### src/rtl/urlf_pkg.sv
// ----------------------------------------------------------------------------
// urlf_pkg
// Shared types, constants and helper functions of the receive line buffer.
// ----------------------------------------------------------------------------
package urlf_pkg;

    // Ring size and the largest read of one command.
    localparam int DEPTH    = 256;
    localparam int MAX_READ = 64;
    localparam int PTR_W    = $clog2(DEPTH);
    localparam int CNT_W    = $clog2(MAX_READ + 1);

    // Line terminators.
    localparam logic [7:0] CHAR_CR = 8'h0D;
    localparam logic [7:0] CHAR_LF = 8'h0A;

    typedef logic [PTR_W-1:0] t_ptr;
    typedef logic [PTR_W:0]   t_ptr_x;
    typedef logic [CNT_W-1:0] t_cnt;

    // Command codes carried by an input item.
    typedef enum logic [1:0] {
        CMD_PUSH = 2'd0,
        CMD_LINE = 2'd1,
        CMD_RAW  = 2'd2
    } t_cmd;

    // Payload of one input item.
    typedef struct packed {
        logic [1:0] cmd;
        logic [7:0] rx_byte;
        logic [6:0] max_len;
        logic [6:0] read_count;
    } t_in_item;

    // Payload of one result item.
    typedef struct packed {
        logic [7:0] data_byte;
        logic       byte_valid;
        logic       last;
        logic [6:0] length;
        logic       dropped;
        logic [7:0] fill_level;
    } t_out_item;

    // Commands from the controller to the datapath.
    typedef struct packed {
        logic capture;
        logic push;
        logic line_init;
        logic raw_init;
        logic scan_rd;
        logic scan_ev;
        logic scan_done;
        logic deliv_rd;
        logic deliv_ev;
        logic load_empty;
    } t_dp_ctl;

    // Status from the datapath to the controller.
    typedef struct packed {
        logic [1:0] cmd;
        logic       line_ok;
        logic       raw_zero;
        logic       scan_empty;
        logic       scan_stop;
        logic       n_zero;
        logic       deliv_last;
    } t_dp_sts;

    // Advance a ring pointer by one slot with wrap.
    function automatic t_ptr next_slot(input t_ptr p);
        return (p == t_ptr'(DEPTH - 1)) ? '0 : p + 1'b1;
    endfunction

    // True for CR or LF.
    function automatic logic is_term(input logic [7:0] b);
        return (b == CHAR_CR) || (b == CHAR_LF);
    endfunction

endpackage

### src/rtl/urlf_if.sv
// ----------------------------------------------------------------------------
// urlf_in_if / urlf_out_if
// Valid/ready channels for input items and result items.
// ----------------------------------------------------------------------------
interface urlf_in_if;
    logic                valid;
    logic                ready;
    urlf_pkg::t_in_item  data;

    modport source (output valid, output data, input ready);
    modport sink   (input valid, input data, output ready);
endinterface

interface urlf_out_if;
    logic                valid;
    logic                ready;
    urlf_pkg::t_out_item data;

    modport source (output valid, output data, input ready);
    modport sink   (input valid, input data, output ready);
endinterface

### src/rtl/uart_rx_line_fifo.sv
// ----------------------------------------------------------------------------
// uart_rx_line_fifo
// Receive byte ring buffer with a line reader and a raw byte reader.
// ----------------------------------------------------------------------------
// Usage:
// Input items arrive on i_in: push stores rx_byte (or flags it dropped when
// the ring is full), read line pops one CR/LF terminated line, read bytes
// pops up to read_count raw bytes. Results leave on o_out, one per popped
// byte, or a single empty result; last marks the final one, which carries
// length and dropped. fill_level is the level after the whole command.
// Sequence: a push, or a read answered at once with an empty result, passes
// through the execute state and loads its result before the next item is
// taken. A raw read sets up, then reads and delivers one byte at a time. A
// line read decodes, scans with a read and an evaluate step per byte
// examined, closes the scan, then delivers with a read and a load per byte.
// One command is handled at a time; i_in.ready is high only while idle.
// The last result stays in the output register while the next item is taken.
// Reset empties the ring and clears the terminator count; the byte store is
// not cleared. A stalled receiver holds the result and stops the sequencer.
// ----------------------------------------------------------------------------
module uart_rx_line_fifo (
    input  logic       i_clk,
    input  logic       i_rst_n,
    urlf_in_if.sink    i_in,
    urlf_out_if.source o_out
);

    urlf_pkg::t_dp_ctl w_ctl;
    urlf_pkg::t_dp_sts w_sts;

    // Sequencer.
    urlf_ctrl u_ctrl (
        .i_clk       (i_clk),
        .i_rst_n     (i_rst_n),
        .i_in_valid  (i_in.valid),
        .o_in_ready  (i_in.ready),
        .o_out_valid (o_out.valid),
        .i_out_ready (o_out.ready),
        .i_sts       (w_sts),
        .o_ctl       (w_ctl)
    );

    // Ring, walkers and result register.
    urlf_dp u_dp (
        .i_clk      (i_clk),
        .i_rst_n    (i_rst_n),
        .i_ctl      (w_ctl),
        .o_sts      (w_sts),
        .i_in_item  (i_in.data),
        .o_out_item (o_out.data)
    );

endmodule

### src/rtl/urlf_ram.sv
// ----------------------------------------------------------------------------
// urlf_ram
// Generic single write port, single read port RAM with registered read.
// ----------------------------------------------------------------------------
module urlf_ram #(
    parameter int WIDTH = 8,
    parameter int DEPTH = 256
) (
    input  logic                     i_clk,
    input  logic                     i_we,
    input  logic [$clog2(DEPTH)-1:0] i_waddr,
    input  logic [WIDTH-1:0]         i_wdata,
    input  logic                     i_re,
    input  logic [$clog2(DEPTH)-1:0] i_raddr,
    output logic [WIDTH-1:0]         o_rdata
);

    logic [WIDTH-1:0] r_mem [DEPTH];
    logic [WIDTH-1:0] r_rdata;

    // Write port and registered read port; read data holds while not enabled.
    always_ff @(posedge i_clk) begin
        if (i_we) begin
            r_mem[i_waddr] <= i_wdata;
        end
        if (i_re) begin
            r_rdata <= r_mem[i_raddr];
        end
    end

    assign o_rdata = r_rdata;

endmodule

### src/rtl/urlf_dp.sv
// ----------------------------------------------------------------------------
// urlf_dp
// Datapath: ring pointers, terminator count, scan and delivery walkers,
// byte store and the result register.
// ----------------------------------------------------------------------------
module urlf_dp (
    input  logic                i_clk,
    input  logic                i_rst_n,
    input  urlf_pkg::t_dp_ctl   i_ctl,
    output urlf_pkg::t_dp_sts   o_sts,
    input  urlf_pkg::t_in_item  i_in_item,
    output urlf_pkg::t_out_item o_out_item
);

    // Persistent ring state.
    urlf_pkg::t_ptr      r_rp;
    urlf_pkg::t_ptr      r_wp;
    urlf_pkg::t_ptr      r_tc;

    // Per-item working registers.
    urlf_pkg::t_in_item  r_item;
    logic                r_dropped;
    urlf_pkg::t_ptr      r_walk;
    urlf_pkg::t_ptr      r_start;
    urlf_pkg::t_ptr      r_cons;
    urlf_pkg::t_cnt      r_n;
    urlf_pkg::t_cnt      r_k;
    urlf_pkg::t_out_item r_out;

    logic                w_full;
    urlf_pkg::t_ptr      w_fill;
    urlf_pkg::t_cnt      w_mlen;
    urlf_pkg::t_cnt      w_rcnt;
    urlf_pkg::t_cnt      w_raw_n;
    urlf_pkg::t_ptr_x    w_sum;
    urlf_pkg::t_ptr      w_raw_end;
    logic [7:0]          w_rdata;
    logic                w_rd_term;

    // Byte store.
    urlf_ram #(
        .WIDTH (8),
        .DEPTH (urlf_pkg::DEPTH)
    ) u_ram (
        .i_clk   (i_clk),
        .i_we    (i_ctl.push && !w_full),
        .i_waddr (r_wp),
        .i_wdata (r_item.rx_byte),
        .i_re    (i_ctl.scan_rd || i_ctl.deliv_rd),
        .i_raddr (r_walk),
        .o_rdata (w_rdata)
    );

    // Fill level, clamped lengths and the end pointer of a raw read.
    always_comb begin
        w_full = (urlf_pkg::next_slot(r_wp) == r_rp);
        if (r_wp >= r_rp) begin
            w_fill = r_wp - r_rp;
        end else begin
            w_fill = urlf_pkg::t_ptr'(urlf_pkg::t_ptr_x'(urlf_pkg::DEPTH)
                     - urlf_pkg::t_ptr_x'(r_rp) + urlf_pkg::t_ptr_x'(r_wp));
        end
        w_mlen = (r_item.max_len > 7'(urlf_pkg::MAX_READ))
                 ? urlf_pkg::t_cnt'(urlf_pkg::MAX_READ)
                 : urlf_pkg::t_cnt'(r_item.max_len);
        w_rcnt = (r_item.read_count > 7'(urlf_pkg::MAX_READ))
                 ? urlf_pkg::t_cnt'(urlf_pkg::MAX_READ)
                 : urlf_pkg::t_cnt'(r_item.read_count);
        if (32'(w_fill) < 32'(w_rcnt)) begin
            w_raw_n = urlf_pkg::t_cnt'(w_fill);
        end else begin
            w_raw_n = w_rcnt;
        end
        w_sum = urlf_pkg::t_ptr_x'(r_rp) + urlf_pkg::t_ptr_x'(w_raw_n);
        if (w_sum >= urlf_pkg::t_ptr_x'(urlf_pkg::DEPTH)) begin
            w_sum = w_sum - urlf_pkg::t_ptr_x'(urlf_pkg::DEPTH);
        end
        w_raw_end = urlf_pkg::t_ptr'(w_sum);
        w_rd_term = urlf_pkg::is_term(w_rdata);
    end

    // Status toward the controller.
    always_comb begin
        o_sts.cmd        = r_item.cmd;
        o_sts.line_ok    = (w_mlen >= urlf_pkg::t_cnt'(2)) && (r_tc != '0);
        o_sts.raw_zero   = (w_raw_n == '0);
        o_sts.scan_empty = (r_walk == r_wp);
        o_sts.scan_stop  = w_rd_term ? (r_n != '0)
                                     : ((r_n + 1'b1) == (w_mlen - 1'b1));
        o_sts.n_zero     = (r_n == '0);
        o_sts.deliv_last = ((r_k + 1'b1) == r_n);
    end

    // Ring pointers and terminator count.
    always_ff @(posedge i_clk) begin
        if (!i_rst_n) begin
            r_rp <= '0;
            r_wp <= '0;
            r_tc <= '0;
        end else begin
            if (i_ctl.push && !w_full) begin
                r_wp <= urlf_pkg::next_slot(r_wp);
                if (urlf_pkg::is_term(r_item.rx_byte)) begin
                    r_tc <= r_tc + 1'b1;
                end
            end
            if (i_ctl.raw_init) begin
                r_rp <= w_raw_end;
            end
            if (i_ctl.scan_done) begin
                r_rp <= r_walk;
                r_tc <= r_tc - r_cons;
            end
            // Raw reads may pop terminators; line delivery never does.
            if (i_ctl.deliv_ev && w_rd_term && (r_tc != '0)) begin
                r_tc <= r_tc - 1'b1;
            end
        end
    end

    // Working registers and the result register.
    always_ff @(posedge i_clk) begin
        if (i_ctl.capture) begin
            r_item    <= i_in_item;
            r_dropped <= 1'b0;
        end
        if (i_ctl.push && w_full) begin
            r_dropped <= 1'b1;
        end
        if (i_ctl.line_init) begin
            r_walk  <= r_rp;
            r_start <= r_rp;
            r_n     <= '0;
            r_cons  <= '0;
        end
        if (i_ctl.raw_init) begin
            r_walk <= r_rp;
            r_n    <= w_raw_n;
            r_k    <= '0;
        end
        if (i_ctl.scan_rd || i_ctl.deliv_rd) begin
            r_walk <= urlf_pkg::next_slot(r_walk);
        end
        // A leading terminator moves the line start past itself.
        if (i_ctl.scan_ev) begin
            if (w_rd_term) begin
                r_cons <= r_cons + 1'b1;
                if (r_n == '0) begin
                    r_start <= r_walk;
                end
            end else begin
                r_n <= r_n + 1'b1;
            end
        end
        if (i_ctl.scan_done) begin
            r_walk <= r_start;
            r_k    <= '0;
        end
        if (i_ctl.deliv_ev) begin
            r_out.data_byte  <= w_rdata;
            r_out.byte_valid <= 1'b1;
            r_out.last       <= o_sts.deliv_last;
            r_out.length     <= o_sts.deliv_last ? 7'(r_n) : 7'd0;
            r_out.dropped    <= 1'b0;
            r_out.fill_level <= 8'(w_fill);
            r_k              <= r_k + 1'b1;
        end
        if (i_ctl.load_empty) begin
            r_out.data_byte  <= 8'd0;
            r_out.byte_valid <= 1'b0;
            r_out.last       <= 1'b1;
            r_out.length     <= 7'd0;
            r_out.dropped    <= r_dropped;
            r_out.fill_level <= 8'(w_fill);
        end
    end

    assign o_out_item = r_out;

endmodule

### src/rtl/urlf_ctrl.sv
// ----------------------------------------------------------------------------
// urlf_ctrl
// Controller: sequences push, line scan, delivery and result handshakes.
// ----------------------------------------------------------------------------
module urlf_ctrl (
    input  logic              i_clk,
    input  logic              i_rst_n,
    input  logic              i_in_valid,
    output logic              o_in_ready,
    output logic              o_out_valid,
    input  logic              i_out_ready,
    input  urlf_pkg::t_dp_sts i_sts,
    output urlf_pkg::t_dp_ctl o_ctl
);

    typedef enum logic [2:0] {
        S_IDLE,
        S_EXEC,
        S_EMPTY,
        S_SCAN_RD,
        S_SCAN_EV,
        S_SCAN_DONE,
        S_DELIV_RD,
        S_DELIV_EV
    } t_state;

    t_state r_state;
    t_state n_state;
    logic   r_out_valid;
    logic   w_out_free;

    assign w_out_free  = !r_out_valid || i_out_ready;
    assign o_in_ready  = (r_state == S_IDLE);
    assign o_out_valid = r_out_valid;

    // Next state and datapath commands.
    always_comb begin
        n_state = r_state;
        o_ctl   = '0;
        unique case (r_state)
            S_IDLE: begin
                if (i_in_valid) begin
                    o_ctl.capture = 1'b1;
                    n_state       = S_EXEC;
                end
            end
            S_EXEC: begin
                case (i_sts.cmd)
                    urlf_pkg::CMD_PUSH: begin
                        o_ctl.push = 1'b1;
                        n_state    = S_EMPTY;
                    end
                    urlf_pkg::CMD_LINE: begin
                        if (i_sts.line_ok) begin
                            o_ctl.line_init = 1'b1;
                            n_state         = S_SCAN_RD;
                        end else begin
                            n_state = S_EMPTY;
                        end
                    end
                    urlf_pkg::CMD_RAW: begin
                        o_ctl.raw_init = 1'b1;
                        n_state        = i_sts.raw_zero ? S_EMPTY : S_DELIV_RD;
                    end
                    default: begin
                        n_state = S_EMPTY;
                    end
                endcase
            end
            S_EMPTY: begin
                if (w_out_free) begin
                    o_ctl.load_empty = 1'b1;
                    n_state          = S_IDLE;
                end
            end
            S_SCAN_RD: begin
                if (i_sts.scan_empty) begin
                    n_state = S_SCAN_DONE;
                end else begin
                    o_ctl.scan_rd = 1'b1;
                    n_state       = S_SCAN_EV;
                end
            end
            S_SCAN_EV: begin
                o_ctl.scan_ev = 1'b1;
                n_state       = i_sts.scan_stop ? S_SCAN_DONE : S_SCAN_RD;
            end
            S_SCAN_DONE: begin
                o_ctl.scan_done = 1'b1;
                n_state         = i_sts.n_zero ? S_EMPTY : S_DELIV_RD;
            end
            S_DELIV_RD: begin
                o_ctl.deliv_rd = 1'b1;
                n_state        = S_DELIV_EV;
            end
            S_DELIV_EV: begin
                if (w_out_free) begin
                    o_ctl.deliv_ev = 1'b1;
                    n_state        = i_sts.deliv_last ? S_IDLE : S_DELIV_RD;
                end
            end
            default: begin
                n_state = S_IDLE;
            end
        endcase
    end

    // State and result valid flag.
    always_ff @(posedge i_clk) begin
        if (!i_rst_n) begin
            r_state     <= S_IDLE;
            r_out_valid <= 1'b0;
        end else begin
            r_state <= n_state;
            if (o_ctl.load_empty || o_ctl.deliv_ev) begin
                r_out_valid <= 1'b1;
            end else if (i_out_ready) begin
                r_out_valid <= 1'b0;
            end
        end
    end

endmodule

### src/flat_wrapper.sv
// flat-port wrapper written by rule: the top's interface ports become plain ports
module uart_rx_line_fifo_flat 
  (i_clk, i_rst_n, i_in_valid, i_in_data, i_in_ready, o_out_valid, o_out_data, o_out_ready);
  urlf_in_if i_in_i ();
  urlf_out_if o_out_i ();
  input  logic i_clk;
  input  logic i_rst_n;
  input wire logic [$bits(i_in_i.valid)-1:0] i_in_valid;
  input wire logic [$bits(i_in_i.data)-1:0] i_in_data;
  output wire logic [$bits(i_in_i.ready)-1:0] i_in_ready;
  output wire logic [$bits(o_out_i.valid)-1:0] o_out_valid;
  output wire logic [$bits(o_out_i.data)-1:0] o_out_data;
  input wire logic [$bits(o_out_i.ready)-1:0] o_out_ready;
  assign i_in_i.valid = i_in_valid;
  assign i_in_i.data = i_in_data;
  assign i_in_ready = i_in_i.ready;
  assign o_out_valid = o_out_i.valid;
  assign o_out_data = o_out_i.data;
  assign o_out_i.ready = o_out_ready;
  uart_rx_line_fifo u_core (.i_clk(i_clk), .i_rst_n(i_rst_n), .i_in(i_in_i), .o_out(o_out_i));
endmodule
### config.mk
export PLATFORM = sky130hd
export DESIGN_NAME = uart_rx_line_fifo_flat
export DESIGN_NICKNAME = d
export VERILOG_FILES = /design/src/rtl/urlf_pkg.sv /design/src/rtl/urlf_if.sv /design/src/rtl/uart_rx_line_fifo.sv /design/src/rtl/urlf_ram.sv /design/src/rtl/urlf_dp.sv /design/src/rtl/urlf_ctrl.sv /design/src/flat_wrapper.sv
export SDC_FILE = /design/constraint.sdc
export NUM_CORES = 2
export LEC_CHECK = 0
export BUFFER_PORTS_ARGS = -buffer_cell sky130_fd_sc_hd__buf_4
export CORE_MARGIN = 10
export CORE_UTILIZATION = 39
export CTS_CLUSTER_SIZE = 8
export DETAILED_ROUTE_END_ITERATION = 16
export SLEW_MARGIN = 30
export SYNTH_ARGS = -nofsm -noshare
export SYNTH_HDL_FRONTEND = slang
export SYNTH_SLANG_ARGS = --single-unit
### constraint.sdc
create_clock -name i_clk -period 13.1 [get_ports i_clk]
set_input_delay 0 -clock i_clk [delete_from_list [all_inputs] [get_ports i_clk]]
set_output_delay 0 -clock i_clk [all_outputs]
set_load 0.03 [all_outputs]
==> impl_metrics.env <==
export IMPL_outcome="completed"
export IMPL_ys_warn_count=0
export IMPL_fmax_ghz=0.1787
export IMPL_rsz0062_at_grt="no"
export IMPL_synth_edf_count=2104
export IMPL_syn_cell_area_mm2=0.08533
export IMPL_grt_use_total_pct=17.19
export IMPL_grt_max_degree=205
export IMPL_insertion_delay_ns=0.91
export IMPL_postSynthAreaPerCell_um2=20.04
export IMPL_ys_flop_type="edfxtp_1"
export IMPL_detail_route_iter0_violations=4661
export IMPL_ys_types=71
export IMPL_fin_util_pct=45.10
export IMPL_cp_top_family="buffers and inverters"
export IMPL_ys_async_sr_fraction_pct=0
export IMPL_grt_overflow_total=0
export IMPL_post_cts_setup_buffers=0
export IMPL_nNetsFinal=4587
export IMPL_dpl_hpwl_mm=118.7
export IMPL_synthMuxAreaShare_pct=13.68
export IMPL_crit_top_cell="buf_4"
export IMPL_worst_pin_slew_ns=1.048
export IMPL_fin_skew_ns=0.05456
export IMPL_cts_made_buffers=322
export IMPL_dieArea_mm2=0.2379
export IMPL_cp_end_kind="flop"
export IMPL_p_per_area_mw_per_mm2=179.4
export IMPL_ios=56
export IMPL_cap_viol_max_count=0
export IMPL_crit_path_cell_trace="buf_4 -> buf_4 -> buf_4 -> buf_4 -> mux4_2 -> a22o_1 -> a221oi_1 -> o221ai_1 -> a22oi_1 -> o221ai_1"
export IMPL_final_layout_size_suffix_gt1_share_pct=22.46
export IMPL_cts_sinks=2173
export IMPL_clk_pin_slew_worst_paths_ns=0.05
export IMPL_drt_wl_total_mm=208.0
export IMPL_antenna_found_initial=5
export IMPL_ys_ff_latch=2173
export IMPL_grt_pass1_wl_mm=306.8
export IMPL_io_buffers=55
export IMPL_cp_slowest_stage_delay_ns=0.76
export IMPL_path_buf_inv=4
export IMPL_slowest_stage="buf_4"
export IMPL_arrival_ns=6.20
export IMPL_synth_top_family_by_area="multiplexers"
export IMPL_fp_row_count=171
export IMPL_cp_max_fo=56
export IMPL_htreeDepth=5
export IMPL_cts_path_max_buffers=4
export IMPL_crit_path_start_kind="flop"
export IMPL_worst_setup_path_type="flop to flop"
export IMPL_fin_tns_setup_ns=0
export IMPL_layout_min_cycle_time_ns=5.597
export IMPL_ant_nets=0
export IMPL_grt_pass1_vias=43992
export IMPL_crit_required_ns=13.71
export IMPL_die_w_um=487.8
export IMPL_ir_drop_uv=140.1
export IMPL_slew_viol_final=0
export IMPL_synth_fp_nets=4331
export IMPL_finalWeightedCongestion=0.8028
export IMPL_timing_hold_violations_final=0
export IMPL_drtPass1Iterations=5
export IMPL_leakagePower_nw=30.49
export IMPL_vias=43064
export IMPL_wl_per_cell_um=28.08
export IMPL_finalCritPeriodShare_pct=42.72
export IMPL_setup_viol=0
export IMPL_synth_compound_area_share_pct=4.569
export IMPL_synth_cells=4259
export IMPL_ys_seq_area_share_pct=75.66
export IMPL_hp_class="primary input to flop"
export IMPL_start_util_pct=39.26
export IMPL_core_area_mm2=0.2174
export IMPL_drc=0
export IMPL_avgViaCountPerCell=5.815
export IMPL_synth_adder_area_share_pct=0.6715
export IMPL_root_buffer="clkbuf_16"
export IMPL_synthSimpleGateAreaFrac_pct=3.330
export IMPL_syn2layout_area_growth_pct=14.89
export IMPL_die_h_um=487.8
export IMPL_cts_tree="yes"
export IMPL_slew_headroom_pct=30.11
export IMPL_synth_xor_area_share_pct=0.6364
## cells by family after synthesis
group / after synthesis
compound gates: 542
xor+xnor: 62
fa+ha+maj: 44
buf+inv: 302
flops: 2173
mux: 525
simple gates: 611
## cells in the mapped netlist, types with 3 or more instances
master	n	share of area [%]
nand3b_1	9	0.079
nand2b_1	18	0.13
and2_1	10	0.073
clkbuf_1	168	0.74
nand4_1	7	0.051
buf_4	3	0.026
or4_1	5	0.044
buf_2	68	0.40
edfxtp_1	2104	74
nand3b_2	4	0.053
xor2_1	31	0.32
nand4b_1	3	0.031
a221o_1	13	0.15
mux4_2	512	14
nand3_1	23	0.13
or3_1	7	0.051
nor3_1	26	0.15
o22ai_1	20	0.15
dfxtp_1	69	1.6
o21ai_1	8	0.047
nor2_1	321	1.4
o221ai_1	24	0.25
o21a_1	6	0.053
o31ai_1	3	0.026
o21ai_0	39	0.23
a211oi_1	6	0.053
a221oi_1	68	0.70
xnor2_1	31	0.32
nor3b_1	11	0.097
inv_1	33	0.15
and3_1	30	0.22
o211ai_1	4	0.035
nand2_1	88	0.39
buf_1	27	0.12
a22oi_1	143	1.3
a31oi_1	6	0.044
fa_1	3	0.070
a211o_1	3	0.031
ha_1	41	0.60
nor2b_1	24	0.18
a22o_1	71	0.73
a21oi_1	111	0.65
a21o_1	6	0.053
nor4_1	11	0.081
mux2i_1	9	0.11
## power breakdown
group          switching (mW)  internal [mW]  leakage [nW]
registers              0.0901           8.10          19.5
logic                    1.52          0.787          6.90
clock network            2.70           4.39          4.11
## worst min-delay path: stages
cell           delay (ns)
dlygate4sd3_1        0.53
buf_4                0.12
nor2b_1              0.16
o21ai_0              0.11
nor2_1               0.08
## registers in the layout (all words and copies together) (netlist names)
register	flops
u_core.u_ctrl.r_state	3
u_core.u_dp.r_wp	8
u_core.u_dp.u_ram.r_mem	2048
u_core.u_dp.o_out_item	26
u_core.u_dp.r_n	7
u_core.u_dp.o_sts	2
u_core.u_dp.r_tc	8
u_core.u_dp.r_rp	8
u_core.u_dp.r_walk	8
u_core.u_dp.u_ram.o_rdata	8
u_core.u_ctrl.o_out_valid	1
u_core.u_dp.r_cons	8
u_core.u_dp.r_start	8
u_core.u_dp.r_item	22
u_core.u_dp.r_dropped	1
u_core.u_dp.r_k	7
## worst paths after layout
| path | start | end | slack, ns | cells after the start |
|---|---|---|---|---|
| max | u_core.u_dp.r_walk[1]$_DFFE_PP_ | u_core.u_dp.u_ram.o_rdata[0]$_DFFE_PN_ | 7.50 | 10 |
| min | i_in_valid | u_core.u_ctrl.r_state[0]$_SDFFE_PN0P_ | 0.13 | 5 |
| max reg2reg | u_core.u_dp.r_walk[1]$_DFFE_PP_ | u_core.u_dp.u_ram.o_rdata[0]$_DFFE_PN_ | 7.50 | 10 |
| min reg2reg | u_core.u_dp.o_out_item[25]$_SDFFE_PP0P_ | u_core.u_dp.o_out_item[25]$_SDFFE_PP0P_ | 0.46 | 2 |
## cell usage in the layout, fill, tap and decap left out, types with 11 or more instances in the layout
cell	instances
nor3b_1	11
nor2b_1	22
a21oi_1	111
clkbuf_1	25
dlygate4sd3_1	54
o221ai_1	24
o21ai_0	39
nor4_1	11
nand2b_1	15
edfxtp_1	2104
buf_4	123
xor2_1	31
nor3_1	26
buf_12	11
nand3_1	23
o22ai_1	20
xnor2_1	31
ha_1	41
nor2_1	317
clkbuf_16	329
and3_1	30
inv_1	33
a22o_1	71
nand2_1	84
a22oi_1	143
mux4_2	512
a221oi_1	68
a221o_1	13
dfxtp_1	69
buf_6	11
## timing repair
item / CTS / global route
endpoints found under the hold margin: 85 / 0
hold buffers: 54 / 0
resized for setup: 0 / 0
## per-stage QoR
stage / hold slack (ns) / cell area (µm²) / setup WS [ns] / power, mW / std cells
after floorplan: 0.09887 / 85330 / 8.183 / 9.809 / 4259
after global placement: 0.1800 / 88990 / 7.452 / 10.58 / 6985
after detailed placement: 0.1793 / 89070 / 7.484 / 10.62 / 6989
after CTS: 0.06037 / 97980 / 7.465 / 17.73 / 7403
after global routing: 0.1086 / 98040 / 7.298 / 18.16 / 7406
final: 0.1287 / 98040 / 7.503 / 17.58 / 7406
## layout make-up
| class | instances | area (µm²) |
|---|---|---|
| Inverter | 34 | 127.6 |
| Clock buffer | 354 | 8327 |
| Clock inverter | 6 | 43.79 |
| Multi-Input combinational cell | 1784 | 19580 |
| Antenna cell | 1 | 2.502 |
| Fill cell | 18162 | 119300 |
| Tap cell | 2854 | 3571 |
| Sequential cell | 2173 | 64560 |
| Timing Repair Buffer | 200 | 1823 |
## per-layer routing
metal,part of all wire [%],routed length (µm),up-vias,GRT usage (%)
met5,0,0,-,0
met4,2.6,5391,0,5.266
met3,7.7,16090,326,3.741
met2,47,97530,1788,26.55
met1,43,88950,22855,24.47
li1,-,-,18095,-
No activity file was read; power rests on OpenSTA's default activity.
